<file path="config.mk">
export PLATFORM = sky130hd
export DESIGN_NAME = aesd_ctrl
export DESIGN_NICKNAME = d
export VERILOG_FILES = /design/src/rtl/core/aesd_pkg.sv /design/src/rtl/core/aesd_ctrl.sv
export SDC_FILE = /design/constraint.sdc
export NUM_CORES = 1
export LEC_CHECK = 0
export BUFFER_PORTS_ARGS = -buffer_cell sky130_fd_sc_hd__buf_2
export CORE_AREA = 2 2 43 45
export DETAILED_ROUTE_END_ITERATION = 16
export DIE_AREA = 0 0 45 47
export GPL_ROUTABILITY_DRIVEN = 0
export MAX_ROUTING_LAYER = met4
export PLACE_DENSITY = 0.76
export SYNTH_ARGS = -nofsm -noshare
export SYNTH_HDL_FRONTEND = slang
export SYNTH_SLANG_ARGS = --single-unit
</file>
<file path="constraint.sdc">
create_clock -name clk -period 2.3 [get_ports clk]
set_clock_uncertainty 0.2 [all_clocks]
set_input_delay 0.115 -clock clk [delete_from_list [all_inputs] [get_ports clk]]
set_output_delay 0.115 -clock clk [all_outputs]
set_load 0.05 [all_outputs]
</file>
<file path="src/rtl/core/aesd_pkg.sv">
// ----------------------------------------------------------------------------
// aesd_pkg
// shared types, constants and byte- and state-level functions of the aes block decrypt
// ----------------------------------------------------------------------------
package aesd_pkg;

  localparam int unsigned CFG_IDX_W = 3;

  typedef enum logic [CFG_IDX_W-1:0] {
    REG_KEY_WORD_0 = 3'd0,
    REG_KEY_WORD_1 = 3'd1,
    REG_KEY_WORD_2 = 3'd2,
    REG_KEY_WORD_3 = 3'd3,
    REG_KEY_SIZE   = 3'd4
  } cfg_reg_t;

  typedef enum logic [1:0] {
    KEY_128 = 2'd0,
    KEY_192 = 2'd1,
    KEY_256 = 2'd2
  } key_size_t;

  // controller to datapath
  typedef struct packed {
    logic       exp_start;   // reset the expansion count and rcon, start expansion
    logic       exp_step;    // compute one round-key word, write each full row of four
    logic       blk_load;    // take a ciphertext word, add last round key, inverse shift and sub
    logic       rnd_step;    // one inverse round
    logic       rnd_last;    // final round, add round key only, no inverse mix columns
    logic       out_load;    // move the state to the output register
    logic [5:0] rd_addr;     // round-key row (group of four words) read
  } dp_cmd_t;

  // datapath to controller
  typedef struct packed {
    logic       exp_done;
    logic [3:0] nr;          // number of rounds of the active key size
  } dp_sts_t;

  function automatic logic [7:0] xtime(input logic [7:0] a);
    xtime = {a[6:0], 1'b0} ^ (a[7] ? 8'h1b : 8'h00);
  endfunction

  function automatic logic [7:0] gf_mul(input logic [7:0] a, input logic [7:0] b);
    logic [7:0] p;
    logic [7:0] x;
    p = 8'h00;
    x = a;
    for (int i = 0; i < 8; i++) begin
      if (b[i]) p = p ^ x;
      x = xtime(x);
    end
    gf_mul = p;
  endfunction

  function automatic logic [7:0] gf_inv(input logic [7:0] x);
    logic [7:0] p;
    logic [7:0] sq;
    p  = 8'h01;
    sq = x;
    // x^254 = x^2 * x^4 * ... * x^128
    for (int i = 0; i < 7; i++) begin
      sq = gf_mul(sq, sq);
      p  = gf_mul(p, sq);
    end
    gf_inv = p;
  endfunction

  function automatic logic [7:0] rotl8(input logic [7:0] b, input int unsigned n);
    rotl8 = 8'((b << n) | (b >> (8 - n)));
  endfunction

  function automatic logic [7:0] sbox_calc(input logic [7:0] x);
    logic [7:0] b;
    b = gf_inv(x);
    sbox_calc = b ^ rotl8(b, 1) ^ rotl8(b, 2) ^ rotl8(b, 3) ^ rotl8(b, 4) ^ 8'h63;
  endfunction

  function automatic logic [7:0] inv_sbox_calc(input logic [7:0] s);
    inv_sbox_calc = gf_inv(rotl8(s, 1) ^ rotl8(s, 3) ^ rotl8(s, 6) ^ 8'h05);
  endfunction

  typedef logic [7:0] sbox_tbl_t [256];

  function automatic sbox_tbl_t make_sbox(input logic inv);
    sbox_tbl_t t;
    for (int i = 0; i < 256; i++) begin
      t[i] = inv ? inv_sbox_calc(8'(i)) : sbox_calc(8'(i));
    end
    make_sbox = t;
  endfunction

  localparam sbox_tbl_t SBOX     = make_sbox(1'b0);
  localparam sbox_tbl_t INV_SBOX = make_sbox(1'b1);

  function automatic logic [31:0] sub_word(input logic [31:0] w);
    sub_word = {SBOX[w[31:24]], SBOX[w[23:16]], SBOX[w[15:8]], SBOX[w[7:0]]};
  endfunction

  // state as 128 bits, byte 0 in [127:120], column-major
  function automatic logic [127:0] inv_shift_sub(input logic [127:0] s);
    logic [127:0] o;
    o = '0;
    for (int c = 0; c < 4; c++) begin
      for (int r = 0; r < 4; r++) begin
        o[127-8*(r+4*c) -: 8] = INV_SBOX[s[127-8*(r+4*((c+4-r)%4)) -: 8]];
      end
    end
    inv_shift_sub = o;
  endfunction

  function automatic logic [127:0] inv_mix(input logic [127:0] s);
    logic [127:0] o;
    logic [7:0]   a0, a1, a2, a3;
    o = '0;
    for (int c = 0; c < 4; c++) begin
      a0 = s[127-32*c -: 8];
      a1 = s[119-32*c -: 8];
      a2 = s[111-32*c -: 8];
      a3 = s[103-32*c -: 8];
      o[127-32*c -: 8] = gf_mul(a0, 8'd14) ^ gf_mul(a1, 8'd11) ^ gf_mul(a2, 8'd13)
                         ^ gf_mul(a3, 8'd9);
      o[119-32*c -: 8] = gf_mul(a0, 8'd9) ^ gf_mul(a1, 8'd14) ^ gf_mul(a2, 8'd11)
                         ^ gf_mul(a3, 8'd13);
      o[111-32*c -: 8] = gf_mul(a0, 8'd13) ^ gf_mul(a1, 8'd9) ^ gf_mul(a2, 8'd14)
                         ^ gf_mul(a3, 8'd11);
      o[103-32*c -: 8] = gf_mul(a0, 8'd11) ^ gf_mul(a1, 8'd13) ^ gf_mul(a2, 8'd9)
                         ^ gf_mul(a3, 8'd14);
    end
    inv_mix = o;
  endfunction

endpackage

</file>
<file path="src/rtl/core/aesd_ctrl.sv">
// ----------------------------------------------------------------------------
// aesd_ctrl
// sequencer: key expansion trigger, round counting and the handshakes
// ----------------------------------------------------------------------------
module aesd_ctrl (
  input  logic             clk,
  input  logic             rst_n,
  input  logic             in_tvalid,
  output logic             in_tready,
  output logic             out_tvalid,
  input  logic             out_tready,
  input  logic             cfg_write,
  input  aesd_pkg::dp_sts_t sts,
  output aesd_pkg::dp_cmd_t cmd
);
  import aesd_pkg::*;

  typedef enum logic [2:0] {
    ST_IDLE, ST_EXP, ST_RD, ST_LOAD, ST_ROUND
  } state_t;

  state_t     state_r, state_nxt;
  logic       ready_r, ready_nxt;     // keys expanded
  logic       ovalid_r, ovalid_nxt;
  logic [3:0] rnd_r, rnd_nxt;         // round key row being used next
  logic       in_acc;

  assign in_tready  = (state_r == ST_IDLE) && !cfg_write;
  assign out_tvalid = ovalid_r;
  assign in_acc     = in_tvalid && in_tready;

  always_comb begin
    state_nxt  = state_r;
    ready_nxt  = ready_r;
    ovalid_nxt = ovalid_r && !out_tready;
    rnd_nxt    = rnd_r;
    cmd        = '0;
    cmd.rd_addr = {2'b00, rnd_r};
    if (cfg_write) ready_nxt = 1'b0;
    unique case (state_r)
      ST_IDLE: begin
        cmd.rd_addr = {2'b00, sts.nr};
        if (in_acc) begin
          if (!ready_r) begin
            cmd.exp_start = 1'b1;
            state_nxt = ST_EXP;
          end else begin
            state_nxt = ST_RD;
          end
        end
      end
      ST_EXP: begin
        cmd.exp_step = 1'b1;
        if (sts.exp_done) begin
          ready_nxt = 1'b1;
          state_nxt = ST_RD;
        end
      end
      ST_RD: begin
        // ram read of the last round key row
        cmd.rd_addr = {2'b00, sts.nr};
        rnd_nxt   = sts.nr - 4'd1;
        state_nxt = ST_LOAD;
      end
      ST_LOAD: begin
        cmd.blk_load = 1'b1;
        rnd_nxt   = rnd_r - 4'd1;
        state_nxt = ST_ROUND;
      end
      ST_ROUND: begin
        // held while the previous result is still unread
        if (!ovalid_r || out_tready) begin
          cmd.rnd_step = 1'b1;
          if (rnd_r == 4'd15) begin
            cmd.rnd_last = 1'b1;
            cmd.out_load = 1'b1;
            ovalid_nxt   = 1'b1;
            state_nxt    = ST_IDLE;
          end else begin
            rnd_nxt = rnd_r - 4'd1;
          end
        end else begin
          cmd.rd_addr = {2'b00, rnd_r + 4'd1};
        end
      end
      default: state_nxt = ST_IDLE;
    endcase
  end

  always_ff @(posedge clk) begin
    if (!rst_n) begin
      state_r  <= ST_IDLE;
      ready_r  <= 1'b0;
      ovalid_r <= 1'b0;
      rnd_r    <= '0;
    end else begin
      state_r  <= state_nxt;
      ready_r  <= ready_nxt;
      ovalid_r <= ovalid_nxt;
      rnd_r    <= rnd_nxt;
    end
  end

endmodule

</file>
==> summary.txt, run 1 <==
Crit Path Category: flip-flop to flip-flop
Hold Crit Class: input pin to flip-flop
FMAX: 467 MHz
RSZ-0062 raised after global routing: false
Fin crit period: 2140 ps
Max FO, Critical Path: 11
CTS tree: built
Wirelength, routed: 1970 µm
Final setup fails: 0
Layout Nets: 144
GRT Residual Overflow: 0
Place WS: 196 ps
Max-cap viol count: 0
Cell row count: 15
Fillers: 149
CP arrival: 2140 ps
Share of layout cells above drive strength 1: 30.5%
Total negative slack: 0 ps
First-pass DRT Iterations: 4
Initial antenna violation count: 0
Detailed placement HPWL: 1390 µm
Worst skew pair latency: 270 ps
Initial cell density of the core: 48.3%
I/O pin total: 24
Worst EP required: 2300 ps
Syn avg cell area: 7.46 µm²
Post-Layout Cell Count: 148
Max H-tree Level: 1
Placed instance count: 139
Vias: 847
CP startpoint kind: flip-flop
Endpoint class of the critical path: flip-flop
Crit path launch: state_r[2]$_SDFFE_PN0P_
Leak: 0.446 nW
Reg area: 180 µm²
Sequential Power Share: 30.1%
Final worst slack: 157 ps
Largest net degree at the start of global routing: 24
Antenna cells: 0
Iteration-0 DRC count of the detailed router: 41
Yosys warning count: 0
Synth-to-layout area growth: 24.6%
Pwr/cell area: 624 mW/mm²
Combinational Power Share: 48.3%
Antenna Nets Post-Route: 0
Sw frac: 45.7%
Die area: 0.00212 mm²
Seq/Total Area, Yosys: 22.6%
Mapped Area: 798 µm²
GRT Util Overall: 21.5%
Longest Clk Path Bufs: 2
Peak supply drop: 0.401 mV
TritonCTS Buffers: 3
Chip width: 45 µm
First-pass GRT wire length: 3240 µm
Synthesized flop and latch total: 9
Vias/cell: 5.72
Net Sw Power: 0.000283 W
Clk pwr share: 21.6%
Avg WL per Cell: 13.3 µm
Worst reg2reg endpoint: rnd_r[3]$_SDFFE_PN0P_
Die Y: 47 µm
Drt drc: 0
Final Cycle Share: 93.2%
Post-Syn Instances: 107
Synth cell types: 43
Flop-to-flop setup slack: 160 ps
Number of global-route vias before repair: 722
Clock sink total: 9
Multi-input gate area: 567 µm²
I/O Buffers: 21
Path depth of the worst reg2reg path: 5
Final hold violations: 0
Placeable Area: 0.00165 mm²
Run status: finished clean
Internal Power: 0.000337 W
CTS root buf: clkbuf_4
Crit path capture: rnd_r[3]$_SDFFE_PN0P_
Core Util, Final: 60.2%
Final Max Tran Viols: 0
R2R Path Start: state_r[2]$_SDFFE_PN0P_
Clock slew at reported path FFs: 70 ps
worst min path at each step:
stage / end / cells past startpoint / from / slack [ps]
after floorplan: rnd_r[3]$_SDFFE_PN0P_ / 2 / rst_n / 40
after global placement: ready_r$_SDFF_PN0_ / 3 / sts[4] / 200
after detailed placement: state_r[2]$_SDFFE_PN0P_ / 3 / rst_n / 190
after CTS: rnd_r[3]$_SDFFE_PN0P_ / 4 / sts[3] / 40
after global routing: rnd_r[3]$_SDFFE_PN0P_ / 4 / sts[3] / 80
final: rnd_r[3]$_SDFFE_PN0P_ / 4 / sts[3] / 40
cells by family (layout without fill, tap and decap cells):
group | count (synthesis) | count (layout) | synth area share (%)
mux | 5 | 5 | 6.43
compound gates | 30 | 30 | 28.5
flops | 9 | 9 | 22.6
buf+inv | 16 | 39 | 9.56
other cells | 1 | 2 | 0.470
simple gates | 44 | 44 | 29.3
fa+ha+maj | 2 | 2 | 3.13
power by group through the flow:
| stage | clock network (W) | registers (W) | logic [W] |
|---|---|---|---|
| after floorplan | 0 | 0.000183 | 0.000241 |
| after global placement | 0 | 0.000190 | 0.000286 |
| after detailed placement | 0 | 0.000190 | 0.000290 |
| after CTS | 0.000133 | 0.000186 | 0.000299 |
| after global routing | 0.000139 | 0.000189 | 0.000320 |
| final | 0.000134 | 0.000187 | 0.000299 |
critical path, cell delays in order (launching register included):
cell and delay [ps]:
dfxtp_1 520, or4b_1 480, o311a_2 160, a211oi_2 230, mux2_2 350, a31oi_1 140
through the flow:
step                cell area [µm²]  hold slack (ps)  total power [W]
floorplan                       817             44.0         0.000424
global placement                912              201         0.000476
detailed placement              912              194         0.000480
CTS                             988             40.1         0.000618
global route                    995             83.7         0.000649
finish                          995             43.3         0.000620
per-layer routing:
layer  routed length [µm]  vias up  GRT usage [%]  share of wire (%)
met3                   94        2           1.54                4.8
li1                     -      430              -                  -
met1                  932      384           29.7                 47
met5                    0        -              -                  0
met2                  932       31           31.7                 47
met4                   13        0           10.0               0.66
layout make-up:
class                      count  area share, %
multi-input combinational     83           57.0
clock buffer                   4           2.64
inverter                       6           2.26
sequential                     9           18.1
timing repair buffer          29           17.9
tap                           17           2.14
timing repair:
| item | 4_1_cts | 5_1_grt |
|---|---|---|
| setup endpoints to repair | 1 | 1 |
| setup buffers | 0 | 0 |
| endpoints found under the hold margin | 6 | 0 |
| hold buffers | 5 | 0 |
| pin swaps | 0 | 0 |
| resized for setup | 1 | 2 |
cell usage after synthesis:
library cell   n  area [µm²]
nor2_1        15        56.3
dfxtp_1        9         180
nand2_1        8        30.0
inv_1          6        22.5
a21oi_1        5        25.0
clkbuf_1       5        18.8
o22a_1         5        43.8
a31oi_1        4        25.0
buf_4          4        30.0
mux2i_1        4        40.0
nor2b_1        3        18.8
a211oi_1       2        15.0
a211oi_2       2        25.0
ha_1           2        25.0
nand3_1        2        10.0
nor3_1         2        10.0
nor3b_1        2        15.0
o21ai_0        2        10.0
a2111oi_0      1        8.76
a21o_2         1        8.76
a21oi_2        1        8.76
a311oi_1       1        8.76
a32oi_1        1        8.76
a41oi_1        1        8.76
and2_0         1        6.26
and2_1         1        6.26
and2b_1        1        7.51
and3b_1        1        8.76
buf_2          1        5.00
conb_1         1        3.75
mux2_2         1        11.3
nand2b_1       1        6.26
nand3b_1       1        7.51
nand4_1        1        6.26
nand4b_1       1        8.76
nor2_4         1        11.3
nor4_1         1        6.26
o211ai_1       1        7.51
o21ai_1        1        5.00
o311a_2        1        11.3
o31ai_1        1        7.51
or3b_2         1        8.76
or4b_1         1        10.0
layout by cell type (no fill, tap or decap), types with 2 or more instances in the layout:
master          n
nand2_1         8
nand3_1         2
nor3b_1         2
conb_1          2
a21oi_1         5
a31oi_1         4
a211oi_1        2
o21ai_0         2
a211oi_2        2
buf_4           3
dlygate4sd3_1   5
nor2_1         15
ha_1            2
nor2b_1         2
dfxtp_1         9
inv_1           6
clkbuf_4        3
o22a_1          4
buf_2          21
mux2i_1         4
registers in the layout (all words and copies together) (netlist names):
name and count:
rnd_r 4, state_r 3, out_tvalid 1, ready_r 1
Power figures use the tool's default switching activity.
==> run 2: changes to the inputs <==
--- a/config.mk
+++ b/config.mk
@@ -11,7 +11,8 @@
 export DIE_AREA = 0 0 45 47
 export GPL_ROUTABILITY_DRIVEN = 0
 export MAX_ROUTING_LAYER = met4
-export PLACE_DENSITY = 0.76
+export PLACE_DENSITY = 0.75
+export RECOVER_POWER = 100
 export SYNTH_ARGS = -nofsm -noshare
 export SYNTH_HDL_FRONTEND = slang
 export SYNTH_SLANG_ARGS = --single-unit
==> summary.txt, run 2 (synthesis gave the netlist of run 1 again) <==
Run status: finished with violations (was finished clean)
Failing checks: hold timing
Pwr/cell area: 634 mW/mm² (was 624 mW/mm²)
GRT met1 Usage: 25.1% (was 29.7%)
Place WS: 162 ps (was 196 ps)
Top Registers: rnd_r x4, state_r x3 (unchanged)
Reg with most FFs: rnd_r (unchanged)
Bufs and invs on worst path: 2 (was 0)
CTS tree: built (unchanged)
Iteration-0 DRC count of the detailed router: 37 (was 41)
Max FO, Critical Path: 17 (was 11)
Max H-tree Level: 1 (unchanged)
M3 GR Usage: 2.31% (was 1.54%)
Antenna Nets Post-Route: 0 (unchanged)
DP Area: 912 µm² (unchanged)
First-pass GRT wire length: 3130 µm (was 3240 µm)
CP arrival: 1900 ps (was 2140 ps)
Crit Path Category: flip-flop to output pin (was flip-flop to flip-flop)
Hold Crit Class: input pin to flip-flop (unchanged)
Clock sink total: 9 (unchanged)
Number of global-route vias before repair: 754 (was 722)
Final worst slack: 89.1 ps (was 157 ps)
Die Y: 47 µm (unchanged)
Endpoint class of the critical path: output pin (was flip-flop)
Internal Power: 0.000334 W (was 0.000337 W)
FMAX: 452 MHz (was 467 MHz)
Final hold violations: 1 (was 0)
Final Max Tran Viols: 0 (unchanged)
Vias: 859 (was 847)
Final hold slack: -4.78 ps (was 43.3 ps)
Layout Nets: 142 (was 144)
Crit-path leading delay family: simple AND/OR/NAND/NOR gates (was compound AO/OA/AOI/OAI gates)
I/O Buffers: 21 (unchanged)
Worst skew pair latency: 270 ps (about the same)
Clk pwr share: 21.2% (was 21.6%)
Final Cycle Share: 96.1% (was 93.2%)
Crit-path max cell delay: 530 ps (was 520 ps)
Share of layout cells above drive strength 1: 27.1% (was 30.5%)
I/O pin total: 24 (unchanged)
Initial antenna violation count: 0 (unchanged)
Initial cell density of the core: 48.3% (unchanged)
TritonCTS Buffers: 3 (unchanged)
Placed instance count: 139 (unchanged)
Core Util, Final: 58.8% (was 60.2%)
Cell row count: 15 (unchanged)
CTS root buf: clkbuf_4 (unchanged)
RSZ-0062 raised after global routing: false (unchanged)
Net Sw Power: 0.000282 W (was 0.000283 W)
Post-Layout Cell Count: 146 (was 148)
Chip width: 45 µm (unchanged)
Final Cell Area: 971 µm² (was 995 µm²)
Vias/cell: 5.88 (was 5.72)
Clock slew at reported path FFs: 70 ps (about the same)
Detailed placement HPWL: 1490 µm (was 1390 µm)
Final setup fails: 0 (unchanged)
Worst EP required: 1990 ps (was 2300 ps)
GRT Residual Overflow: 0 (unchanged)
Drt drc: 0 (unchanged)
Tightest Pin Transition: 597 ps
First-pass DRT Iterations: 4 (unchanged)
Placeable Area: 0.00165 mm² (unchanged)
Fin crit period: 2210 ps (was 2140 ps)
Avg WL per Cell: 13.4 µm (was 13.3 µm)
Antenna cells: 0 (unchanged)
Sw frac: 45.8% (was 45.7%)
Max FFs per register: 4 (unchanged)
Peak supply drop: 0.410 mV (was 0.401 mV)
GRT Util Overall: 20.8% (was 21.5%)
Overall Power: 0.000616 W (was 0.000620 W)
Crit path cell chain: buf_4 -> or3b_2 -> nor3_2 -> buf_2 (was or4b_1 -> o311a_2 -> a211oi_2 -> mux2_2 -> a31oi_1)
Leak: 0.418 nW (was 0.446 nW)
CP startpoint kind: flip-flop (unchanged)
Slowest stage cell on the critical path: or3b_2 (was dfxtp_1)
Slew Limit Headroom: 60.4%
Die area: 0.00212 mm² (unchanged)
Commonest non-fill, non-tap cell in the layout: nor2_1 (was buf_2)
GRT met2 Usage: 36.0% (was 31.7%)
Longest Clk Path Bufs: 2 (unchanged)
Max-cap viol count: 0 (unchanged)
Grt peak-use layer: met2 (unchanged)
Most frequent cells in the layout: nor2_1 (15), buf_2 (12), dfxtp_1 (9), nand2_1 (8), inv_1 (6) (was buf_2 (21), nor2_1 (15), dfxtp_1 (9), nand2_1 (8), inv_1 (6))
Synth-to-layout area growth: 21.6% (was 24.6%)
Largest net degree at the start of global routing: 24 (unchanged)
Postcts setup bufs: 0 (unchanged)
Wirelength, routed: 1960 µm (was 1970 µm)
Combinational Power Share: 48.4% (was 48.3%)
Sequential Power Share: 30.4% (was 30.1%)
==> run 2: cell type report <==
class | instances | area, µm²
Fill cell | 163 | 681
Tap cell | 17 | 21.3
Sequential cell | 9 | 180
Inverter | 6 | 22.5
Clock buffer | 4 | 26.3
Timing Repair Buffer | 27 | 155
Multi-Input combinational cell | 83 | 566
==> run 2: worst paths after layout <==
path,to,slack (ps),start,depth (start not counted)
worst min register to register,state_r[1]$_SDFFE_PN0P_,400,ready_r$_SDFF_PN0_,2
worst min-delay path,out_tvalid$_SDFF_PN0_,-5,out_tready,4
worst max-delay path,cmd[7],90,state_r[2]$_SDFFE_PN0P_,4
worst max register to register,rnd_r[3]$_SDFFE_PN0P_,140,state_r[1]$_SDFFE_PN0P_,5
==> run 2: worst min-delay path, delay by kind of cell <==
kind / cells / cell delay (ps)
and+or+nand+nor: 3 / 200
buffers and inverters: 1 / 100
==> run 2: through the flow <==
step / setup TNS (ps) / hold WS (ps)
after floorplan: -167 / 44.0
after global placement: 0 / 202
after detailed placement: 0 / 203
after CTS: 0 / 3.99
after global routing: 0 / 26.0
final: 0 / -4.78
==> run 2: power by group through the flow <==
stage               clock [W]  combinational, W  sequential, W
floorplan                   0          0.000241       0.000183
global placement            0          0.000286       0.000189
detailed placement          0          0.000292       0.000191
CTS                  0.000131          0.000299       0.000187
global route         0.000141          0.000318       0.000190
finish               0.000131          0.000298       0.000187
==> run 2: what timing repair did <==
item / 4_1_cts / 5_1_grt
setup endpoints to repair: 1 / 4
endpoints found under the hold margin: 4 / 0
resized for setup: 1 / 3
hold buffers: 3 / 0
==> run 2: metal layers <==
| metal | part of all wire (%) | wire length, µm | up-vias |
|---|---|---|---|
| li1 | - | - | 428 |
| met1 | 43 | 843 | 399 |
| met2 | 51 | 991 | 30 |
| met3 | 5.3 | 104 | 2 |
| met4 | 0.82 | 16 | 0 |
| met5 | 0 | 0 | - |
==> run 3: changes to the inputs <==
==> constraint.sdc (replaced) <==
create_clock -name clk -period 2.05 [get_ports clk]
set_clock_uncertainty 0.2 [all_clocks]
set_input_delay 0.1025 -clock clk [delete_from_list [all_inputs] [get_ports clk]]
set_output_delay 0.1025 -clock clk [all_outputs]
set_load 0.05 [all_outputs]
==> summary.txt, run 3 (synthesis gave the netlist of run 1 again) <==
Run status: finished clean (was finished with violations)
FMAX: 498 MHz
Overall Power: 0.000740 W (was 0.000616 W)
Chip width: 45 µm (unchanged)
Crit Path Category: flip-flop to output pin (unchanged)
Endpoint class of the critical path: output pin (unchanged)
Max-cap viol count: 0 (unchanged)
Max FFs per register: 4 (unchanged)
Die Y: 47 µm (unchanged)
Tightest Pin Transition: 592 ps (was 597 ps)
Crit-path max cell delay: 530 ps (about the same)
Hold Crit Class: input pin to flip-flop (unchanged)
Crit-path leading delay family: simple AND/OR/NAND/NOR gates (unchanged)
Final Cell Area: 0.00107 mm² (was 971 µm²)
First-pass DRT Iterations: 4 (unchanged)
Antenna Nets Post-Route: 0 (unchanged)
Flop-to-flop setup slack: 70 ps (was 140 ps)
Top Registers: rnd_r x4, state_r x3 (unchanged)
Pwr/cell area: 694 mW/mm² (was 634 mW/mm²)
Grt peak-use layer: met2 (unchanged)
Avg WL per Cell: 14.1 µm (was 13.4 µm)
Largest net degree at the start of global routing: 18 (was 24)
CP arrival: 1700 ps (was 1900 ps)
First-pass GRT wire length: 3310 µm (was 3130 µm)
Max H-tree Level: 1 (unchanged)
Final Max Tran Viols: 0 (unchanged)
Place WS: 29.3 ps (was 162 ps)
Antenna cells: 0 (unchanged)
Core Util, Final: 64.6% (was 58.8%)
Min-Delay Startpoint: sts[3] (was out_tready)
CP startpoint kind: flip-flop (unchanged)
Worst EP required: 1750 ps (was 1990 ps)
Final hold violations: 0 (was 1)
Final worst slack: 43.3 ps (was 89.1 ps)
Layout Nets: 149 (was 142)
Vias: 881 (was 859)
Wirelength, routed: 2160 µm (was 1960 µm)
I/O pin total: 24 (unchanged)
I/O Buffers: 21 (unchanged)
Synth-to-layout area growth: 33.7% (was 21.6%)
Detailed placement HPWL: 1490 µm (about the same)
Min-Delay Path Depth: 4 (unchanged)
Reg with most FFs: rnd_r (unchanged)
Fillers: 138 (was 163)
TritonCTS Buffers: 3 (unchanged)
Cell row count: 15 (unchanged)
CTS root buf: clkbuf_4 (unchanged)
DP Area: 963 µm² (was 912 µm²)
Placeable Area: 0.00165 mm² (unchanged)
Slew Limit Headroom: 60.7% (was 60.4%)
Final setup fails: 0 (unchanged)
Die area: 0.00212 mm² (unchanged)
GRT met2 Usage: 33.4% (was 36.0%)
Longest Clk Path Bufs: 2 (unchanged)
Iteration-0 DRC count of the detailed router: 26 (was 37)
Peak supply drop: 0.354 mV (was 0.410 mV)
GRT Residual Overflow: 0 (unchanged)
Initial cell density of the core: 48.3% (unchanged)
Share of layout cells above drive strength 1: 37.5% (was 27.1%)
Initial antenna violation count: 0 (unchanged)
Crit path cell chain: buf_4 -> or3b_2 -> nor2_4 -> buf_2 (was buf_4 -> or3b_2 -> nor3_2 -> buf_2)
Slowest stage cell on the critical path: or3b_2 (unchanged)
Clock sink total: 9 (unchanged)
Path depth of the worst reg2reg path: 5 (unchanged)
Commonest non-fill, non-tap cell in the layout: nor2_1 (unchanged)
Clock slew at reported path FFs: 80 ps (was 70 ps)
GRT met1 Usage: 27.8% (was 25.1%)
Fin crit period: 2010 ps
CP Depth: 4 (unchanged)
Leak: 0.475 nW (was 0.418 nW)
CTS tree: built (unchanged)
Hold worst-path end: rnd_r[3]$_SDFFE_PN0P_ (was out_tvalid$_SDFF_PN0_)
Max FO, Critical Path: 7 (was 17)
GRT Util Overall: 22.5% (was 20.8%)
RSZ-0062 raised after global routing: true (was false)
Drt drc: 0 (unchanged)
Number of global-route vias before repair: 736 (was 754)
Final Cycle Share: 97.9%
M3 GR Usage: 3.85% (was 2.31%)
Vias/cell: 5.76 (was 5.88)
Worst reg2reg endpoint: rnd_r[3]$_SDFFE_PN0P_ (unchanged)
Total negative slack: 0 ps (unchanged)
Most frequent cells in the layout: nor2_1 (15), buf_2 (14), nand2_1 (8), buf_4 (7) (was nor2_1 (15), buf_2 (12), dfxtp_1 (9), nand2_1 (8), inv_1 (6))
R2R Path Start: state_r[1]$_SDFFE_PN0P_ (unchanged)
Bufs and invs on worst path: 2 (unchanged)
Worst skew pair latency: 280 ps (was 270 ps)
-- run 3: cell types whose count changed in the layout (fill, tap and decap cells not counted), sizes merged --
| cell | delta |
|---|---|
| dlygate4sd3 | +1 |
| buf | +8 |
| clkbuf | -3 |
| clkinv | +1 |
-- run 3: how the worst max path moves through the flow --
stage	endpoint	slack [ps]	startpoint
2_1_floorplan	cmd[7]	-200	state_r[1]$_SDFFE_PN0P_
3_3_place_gp	rnd_r[3]$_SDFFE_PN0P_	80	state_r[1]$_SDFFE_PN0P_
3_5_place_dp	rnd_r[3]$_SDFFE_PN0P_	30	state_r[2]$_SDFFE_PN0P_
4_1_cts	cmd[3]	1	state_r[1]$_SDFFE_PN0P_
5_1_grt	cmd[3]	-20	state_r[1]$_SDFFE_PN0P_
6_report	cmd[8]	40	state_r[0]$_SDFFE_PN0P_
-- run 3: routing by layer --
layer  up-vias  wire (µm)  share of wire [%]
met5         -          0                  0
met4         0         80                3.7
met3         9         94                4.4
met2        31        986                 46
met1       399        993                 46
li1        442          -                  -
-- run 3: timing repair --
action,in CTS,in global routing
setup endpoints to repair,5,6
hold buffers,4,0
pin swaps,0,4
resized for setup,5,8
endpoints found under the hold margin,6,0
gates cloned,0,0
buffers inserted,0,1
-- run 3: cell type report --
type | count | area [µm²] | share of cell area, %
multi-input cells | 83 | 582 | 54.5
repair buffers | 34 | 228 | 21.3
flip-flops and latches | 9 | 186 | 17.5
clock buffers | 3 | 22.5 | 2.11
inverters | 6 | 22.5 | 2.11
well taps | 17 | 21.3 | 1.99
clock inverters | 1 | 5.00 | 0.469
-- run 3: per-stage QoR --
stage | cells | hold WS [ps]
after CTS | 152 | 50.8
after floorplan | 108 | 31.5
after global routing | 153 | 70.1
after detailed placement | 144 | 187
after global placement | 144 | 191
final | 153 | 32.8
-- run 3: power breakdown --
part	leakage, nW	total [W]	internal, W	switching (W)
Combinational	0.382	0.000381	0.000144	0.000237
Sequential	0.0748	0.000204	0.000189	0.0000156
Clock	0.0177	0.000155	0.0000725	0.0000823
-- run 3: worst register-to-register path, delay by kind of cell (launching register included) --
kind / cells / cell delay, ps
AO/OA/AOI/OAI: 3 / 460
flip-flops: 1 / 370
multiplexers: 1 / 350
AND/OR/NAND/NOR: 1 / 530
